<file path="src/hdl/angle_frame_sync_checksum_assert.svh">
// ----------------------------------------------------------------------------
// Assertion macros for the angle frame synchroniser
// Short wrappers around concurrent assertions. Each one is clocked on the
// rising edge and is disabled while the synchronous reset is held.
// ----------------------------------------------------------------------------
`ifndef ANGLE_FRAME_SYNC_CHECKSUM_ASSERT_SVH
`define ANGLE_FRAME_SYNC_CHECKSUM_ASSERT_SVH

// The consequent must hold in the same cycle as the antecedent.
`define AFS_ASSERT_SAME(label, clk, rst_n, ante, cons, msg) \
  label: assert property (@(posedge clk) disable iff (!rst_n) (ante) |-> (cons)) \
    else $error(msg);

// The consequent must hold in the cycle after the antecedent.
`define AFS_ASSERT_NEXT(label, clk, rst_n, ante, cons, msg) \
  label: assert property (@(posedge clk) disable iff (!rst_n) (ante) |=> (cons)) \
    else $error(msg);

`endif

</file>
<file path="src/hdl/afs_pkg.sv">
// ----------------------------------------------------------------------------
// Angle frame synchroniser package
// Shared constants, the frame state encoding and the result record.
// ----------------------------------------------------------------------------
package afs_pkg;

  localparam int unsigned ByteW    = 8;
  localparam int unsigned WordW    = 16;
  localparam int unsigned PayLen   = 8;
  localparam int unsigned PayIdxW  = $clog2(PayLen);

  localparam logic [ByteW-1:0] HEADER_BYTE    = 8'h55;
  localparam logic [ByteW-1:0] TYPE_CODE_RST  = 8'h53;
  localparam logic [PayIdxW-1:0] PAY_IDX_LAST = PayIdxW'(PayLen - 1);

  typedef logic [ByteW-1:0] byte_t;
  typedef logic signed [WordW-1:0] word_t;

  typedef enum logic [3:0] {
    ST_HEAD    = 4'b0001,
    ST_TYPE    = 4'b0010,
    ST_PAYLOAD = 4'b0100,
    ST_CHECK   = 4'b1000
  } frame_state_t;

  typedef struct packed {
    word_t roll;
    word_t pitch;
    word_t yaw;
    word_t temperature;
  } angle_res_t;

endpackage

</file>
<file path="src/hdl/afs_framer.sv">
// ----------------------------------------------------------------------------
// Angle frame synchroniser: frame tracker
// Follows the byte stream one accepted item at a time, keeps the running
// checksum and the payload bytes, and flags a result on a good checksum.
// ----------------------------------------------------------------------------
`include "angle_frame_sync_checksum_assert.svh"

module afs_framer (
  input  logic                clk,
  input  logic                rst_n,
  input  logic                in_fire,
  input  afs_pkg::byte_t      data_byte,
  input  afs_pkg::byte_t      type_code,
  output logic                res_valid,
  output afs_pkg::angle_res_t res
);
  import afs_pkg::*;

  frame_state_t       state_r, state_nxt;
  byte_t              sum_r, sum_nxt;
  logic [PayIdxW-1:0] idx_r, idx_nxt;
  byte_t              pay_r [PayLen];

  always_comb begin
    state_nxt = state_r;
    sum_nxt   = sum_r;
    idx_nxt   = idx_r;
    res_valid = 1'b0;
    if (in_fire) begin
      unique case (state_r)
        ST_HEAD: begin
          if (data_byte == HEADER_BYTE) begin
            sum_nxt   = HEADER_BYTE;
            state_nxt = ST_TYPE;
          end
        end
        ST_TYPE: begin
          // The type check comes first so that a type code equal to the
          // header is still taken as the type byte.
          if (data_byte == type_code) begin
            sum_nxt   = 8'(sum_r + data_byte);
            idx_nxt   = '0;
            state_nxt = ST_PAYLOAD;
          end else if (data_byte == HEADER_BYTE) begin
            sum_nxt   = HEADER_BYTE;
            state_nxt = ST_TYPE;
          end else begin
            state_nxt = ST_HEAD;
          end
        end
        ST_PAYLOAD: begin
          sum_nxt = 8'(sum_r + data_byte);
          idx_nxt = idx_r + 1'b1;
          if (idx_r == PAY_IDX_LAST) begin
            state_nxt = ST_CHECK;
          end
        end
        ST_CHECK: begin
          state_nxt = ST_HEAD;
          res_valid = (data_byte == sum_r);
        end
        default: begin
          state_nxt = ST_HEAD;
        end
      endcase
    end
  end

  always_ff @(posedge clk) begin
    if (!rst_n) begin
      state_r <= ST_HEAD;
      sum_r   <= '0;
      idx_r   <= '0;
    end else begin
      state_r <= state_nxt;
      sum_r   <= sum_nxt;
      idx_r   <= idx_nxt;
    end
  end

  always_ff @(posedge clk) begin
    if (in_fire && state_r == ST_PAYLOAD) begin
      pay_r[idx_r] <= data_byte;
    end
  end

  assign res.roll        = {pay_r[1], pay_r[0]};
  assign res.pitch       = {pay_r[3], pay_r[2]};
  assign res.yaw         = {pay_r[5], pay_r[4]};
  assign res.temperature = {pay_r[7], pay_r[6]};

  `AFS_ASSERT_SAME(a_res_only_on_check, clk, rst_n, res_valid, state_r == ST_CHECK, "result outside checksum phase")
  `AFS_ASSERT_NEXT(a_check_to_head, clk, rst_n, in_fire && state_r == ST_CHECK, state_r == ST_HEAD, "checksum byte did not end the frame")
  `AFS_ASSERT_NEXT(a_last_pay_to_check, clk, rst_n, in_fire && state_r == ST_PAYLOAD && idx_r == PAY_IDX_LAST, state_r == ST_CHECK && sum_r == $past(sum_nxt), "eighth payload byte did not reach the checksum phase")

endmodule

</file>
<file path="src/hdl/afs_out_reg.sv">
// ----------------------------------------------------------------------------
// Angle frame synchroniser: result register
// Holds one result until the downstream side takes it.
// ----------------------------------------------------------------------------
`include "angle_frame_sync_checksum_assert.svh"

module afs_out_reg (
  input  logic                clk,
  input  logic                rst_n,
  input  logic                load,
  input  afs_pkg::angle_res_t load_res,
  input  logic                out_stall,
  output logic                out_valid,
  output afs_pkg::angle_res_t out_res
);
  import afs_pkg::*;

  logic       valid_r, valid_nxt;
  angle_res_t res_r;

  always_comb begin
    valid_nxt = valid_r;
    if (load) begin
      valid_nxt = 1'b1;
    end else if (!out_stall) begin
      valid_nxt = 1'b0;
    end
  end

  always_ff @(posedge clk) begin
    if (!rst_n) begin
      valid_r <= 1'b0;
    end else begin
      valid_r <= valid_nxt;
    end
  end

  always_ff @(posedge clk) begin
    if (load) begin
      res_r <= load_res;
    end
  end

  assign out_valid = valid_r;
  assign out_res   = res_r;

  `AFS_ASSERT_SAME(a_no_overwrite, clk, rst_n, load, !(valid_r && out_stall), "result overwritten while stalled")
  `AFS_ASSERT_NEXT(a_load_shows, clk, rst_n, load, valid_r && res_r == $past(load_res), "loaded result not presented")
  `AFS_ASSERT_NEXT(a_taken_clears, clk, rst_n, valid_r && !out_stall && !load, !valid_r, "taken result presented twice")

endmodule

</file>
<file path="src/hdl/angle_frame_sync_checksum.sv">
// ----------------------------------------------------------------------------
// Angle frame synchroniser with additive checksum
// Finds 11-byte angle frames in a sensor byte stream and presents the four
// raw words of every frame whose checksum matches.
// ----------------------------------------------------------------------------
//  Channel   Signals                          Direction  Moves
//  in        in_valid, in_stall, in_data_byte  sink       one received byte
//  out       out_valid, out_stall, out_*_raw   source     one decoded frame
//  cfg       cfg_wr_en, cfg_wr_data            sink       frame type code
//
// One byte is accepted every cycle while the input is not stalled; the frame
// tracker updates in the cycle of acceptance and a result appears in the
// result register in the cycle after its checksum byte is accepted.
// Reset returns the tracker to waiting for a header and the type code to
// 0x53; the payload bytes are not cleared.
// Input is stalled only while a result is held and the output is stalled.
// ----------------------------------------------------------------------------
module angle_frame_sync_checksum (
  input  logic                  clk,
  input  logic                  rst_n,
  input  logic                  in_valid,
  output logic                  in_stall,
  input  afs_pkg::byte_t        in_data_byte,
  output logic                  out_valid,
  input  logic                  out_stall,
  output afs_pkg::word_t        out_roll_raw,
  output afs_pkg::word_t        out_pitch_raw,
  output afs_pkg::word_t        out_yaw_raw,
  output afs_pkg::word_t        out_temperature_raw,
  input  logic                  cfg_wr_en,
  input  afs_pkg::byte_t        cfg_wr_data
);
  import afs_pkg::*;

  byte_t      type_code_r;
  logic       in_fire;
  logic       res_valid;
  angle_res_t res;
  angle_res_t out_res;

  always_ff @(posedge clk) begin
    if (!rst_n) begin
      type_code_r <= TYPE_CODE_RST;
    end else if (cfg_wr_en) begin
      type_code_r <= cfg_wr_data;
    end
  end

  // A held result that is not being taken blocks the next byte.
  assign in_stall = out_valid && out_stall;
  assign in_fire  = in_valid && !in_stall;

  afs_framer u_framer (
    .clk       (clk),
    .rst_n     (rst_n),
    .in_fire   (in_fire),
    .data_byte (in_data_byte),
    .type_code (type_code_r),
    .res_valid (res_valid),
    .res       (res)
  );

  afs_out_reg u_out_reg (
    .clk       (clk),
    .rst_n     (rst_n),
    .load      (res_valid),
    .load_res  (res),
    .out_stall (out_stall),
    .out_valid (out_valid),
    .out_res   (out_res)
  );

  assign out_roll_raw        = out_res.roll;
  assign out_pitch_raw       = out_res.pitch;
  assign out_yaw_raw         = out_res.yaw;
  assign out_temperature_raw = out_res.temperature;

endmodule

</file>
<file path="config.mk">
export PLATFORM = sky130hd
export DESIGN_NAME = angle_frame_sync_checksum
export DESIGN_NICKNAME = d
export VERILOG_FILES = /design/src/hdl/afs_pkg.sv /design/src/hdl/afs_framer.sv /design/src/hdl/afs_out_reg.sv /design/src/hdl/angle_frame_sync_checksum.sv
export VERILOG_INCLUDE_DIRS = /design/src /design/src/hdl
export SDC_FILE = /design/constraint.sdc
export NUM_CORES = 1
export LEC_CHECK = 0
export BUFFER_PORTS_ARGS = -buffer_cell sky130_fd_sc_hd__buf_2
export CAP_MARGIN = 0
export CORE_MARGIN = 10
export CORE_UTILIZATION = 49
export CTS_BUF_LIST = sky130_fd_sc_hd__clkbuf_16
export DETAILED_ROUTE_END_ITERATION = 16
export PLACE_DENSITY = 0.79
export SYNTH_ARGS = -nofsm -noshare
export SYNTH_HDL_FRONTEND = slang
export SYNTH_SLANG_ARGS = --single-unit
</file>
<file path="constraint.sdc">
create_clock -name clk -period 7.45 [get_ports clk]
set_input_delay 1.49 -clock clk [delete_from_list [all_inputs] [get_ports clk]]
set_output_delay 1.49 -clock clk [all_outputs]
set_load 0.02 [all_outputs]
</file>
==> results.toml <==
[synthesis]
synth_enable_flop_cells = 128
syn_area_um2 = 5410
syn_nets = 333
yosysSeqAreaShare_pct = 79.9
syn_area_per_cell_um2 = 17.9
ys_async_sr_fraction_pct = 0
ys_ff_latch = 152
synth.distinct_cells = 45
syn_inst = 302
yosys_most_used_dff = "edfxtp_1"
yosys_warnings = 0

[power]
seqPwrFrac_pct = 50.6
p_per_area_nw_per_um2 = 276
internal-power_mw = 1.46
power.leakage_nw = 2.42
switchingPower_mw = 0.361
power_mw = 1.82
switching_share_pct = 19.8
ir_worst_vdd_uv = 196
comb_power_share_pct = 2.7
power_frac_clock_pct = 46.7

[timing]
hold_ws_ns = 0.417
post-route-period-util_pct = 47.6
fin_crit_ns = 3.55
relSlewSlack_pct = 24.2
finalHoldViolCount = 0
fmax_mhz = 282
fin_worst_skew_ns = 0.00841
tightest_slew_ns = 1.13
drv_slew = 0
tns_ns = 0
finalSetupViolations = 0
rsz0062_at_grt = "no"

[layout]
n_fill_cell = 778
finalNonFillerCells = 558
antenna_cells = 0
stdcell_area_um2 = 6620
layout_common_cells = "edfxtp_1 (128), buf_2 (86), dfxtp_1 (24)"
fin_nets = 436
final_common_cell = "edfxtp_1"
drive_gt1_share_pct = 31.1
area_growth_pct = 22.3

[place]
dp_hpwl_um = 7170
placed_cells = 526
place_area_um2 = 6020
globalplace.congestion = 0.844
portBuffers = 86

[routing]
routed_wl_um = 11000
dr.pass1.iters = 4
viasPerCell = 5.27
ant_nets = 0
first_iter_violations = 256
post_drt_wl_per_cell_um = 19.7
drc = 0
dr_total_vias = 2939

[global_routing]
grt_start_max_net_pins = 65
antenna_found_initial = 0
grt_pass1_vias = 3029
overflow = 0
grt_usage_pct = 14.2
grt_pass1_wl_um = 17300

[clocking]
htree_levels = 4
clk_latency_ns = 0.41
clk_pin_slew_ns = 0.06
cts_resized = 0
cts_buffer_depth = 2
post-cts-setup-buffers = 0
cts_tree = "done"
cts_root_buf = "clkbuf_16"
cts_made_buffers = 17
cts_hold_buffers = 0
cts.sink_count = 152

[critical_path]
slowest_delay_ns = 0.66
worstReg2RegStart = "u_framer.sum_r[4]"
crit_chain = "buf_2 > ha_1 > or4_1 > nor3_2 > buf_4"
critical_path.max_fanout = 64
worstSetupEndpointType = "flop"
critPathTopFamily = "buffers and inverters"
ff2ff_path_depth = 4
crit_buf_inv = 2
cp_slowest_cell = "buf_4"
start_kind = "input port"
ff2ff_setup_slack_ns = 4.88
arrival_ns = 3.58
path_class = "in2reg"
required_ns = 7.48
timing.rr.end = "out_roll_raw[15]"

[worst_hold_path]
holdPathEnd = "out_yaw_raw[13]"
min_delay_path_depth = 0
hold_path_class = "reg2reg"
min_from = "u_framer.pay_r[5][5]"

[floorplan]
io_pins = 87
core_area_um2 = 10800
die_area_um2 = 15700
num_rows = 38
die_h_um = 125
start_util_pct = 49.9
die_x_um = 125

[flow_run]
drv_cap = 0

[run_status]
status = "complete, no violations"
-- area by class of cell --
| cell class | count | area, um2 | area share [%] |
|---|---|---|---|
| clock inverter | 15 | 176 | 2.66 |
| timing repair buffer | 87 | 438 | 6.61 |
| clock buffer | 17 | 425 | 6.42 |
| tap | 140 | 175 | 2.65 |
| inverter | 9 | 33.8 | 0.510 |
| sequential | 152 | 4320 | 65.3 |
| multi-input combinational | 138 | 1050 | 15.8 |
-- power by group through the flow --
| stage | Clock [mW] | Combinational [mW] | Sequential [mW] |
|---|---|---|---|
| floorplan | 0 | 0.0292 | 0.939 |
| global placement | 0 | 0.0472 | 0.940 |
| detailed placement | 0 | 0.0488 | 0.940 |
| CTS | 0.864 | 0.0497 | 0.922 |
| global route | 0.897 | 0.0545 | 0.922 |
| finish | 0.852 | 0.0496 | 0.922 |
-- per-layer routing --
layer,wire [um],track usage (%),share of wire (%)
met1,4840,17.3,44
met2,5240,22.2,48
met3,810,6.00,7.4
met4,116,4.88,1.1
met5,0,0,0
-- cell families (layout without fill, tap and decap cells) --
family,count (synthesis),after routing,share of synthesized area (%)
AO/OA/AOI/OAI,36,36,4.95
XOR/XNOR,16,16,2.73
adder cells (fa/ha/maj),10,10,2.45
buffers and inverters,12,128,0.832
flip-flops,152,152,79.9
multiplexers,8,8,1.48
AND/OR/NAND/NOR,68,68,7.67
-- registers in the layout (all words and copies together), names as in the netlist --
register / count
out_pitch_raw: 16
out_roll_raw: 16
out_temperature_raw: 16
out_yaw_raw: 16
type_code_r: 8
u_framer.idx_r: 3
u_framer.pay_r: 64
u_framer.state_r: 4
u_framer.sum_r: 8
u_out_reg.out_valid: 1
-- through the flow --
| stage | util (%) | worst slack, ns |
|---|---|---|
| after floorplan | - | 0.0706 |
| after global routing | 61.1 | 3.82 |
| final | 61.1 | 3.90 |
| after CTS | 61.1 | 3.96 |
| after detailed placement | 55.5 | 3.56 |
| after global placement | 55.5 | 3.62 |
-- worst max-delay path by stage --
stage / startpoint / end / cells after the start
after floorplan: in_data_byte[3] / out_pitch_raw[0] / 3
after global placement: in_data_byte[3] / out_temperature_raw[10] / 5
after detailed placement: in_data_byte[3] / out_pitch_raw[8] / 5
after CTS: in_data_byte[3] / out_pitch_raw[12] / 5
after global routing: in_data_byte[4] / out_pitch_raw[1] / 5
final: in_data_byte[3] / out_roll_raw[15] / 5
-- Yosys cell counts, drive strengths merged (3+ instances only) --
cell type,n,area (um2)
o211ai,5,42.5
xor2,12,113
and2,3,18.8
nor2,13,48.8
mux2i,8,80.1
nor4,4,70.1
o21ai,3,15.0
inv,9,33.8
nor2b,4,25.0
nand2,17,63.8
dfxtp,24,480
nor3,7,35.0
o22ai,4,25.0
nand3,6,30.0
or3,3,23.8
a21boi,4,33.8
ha,9,113
nand2b,3,26.3
edfxtp,128,3840
xnor2,4,35.0
a21oi,9,45.0
clkbuf,3,11.3
(Power assumes the default switching activity.)
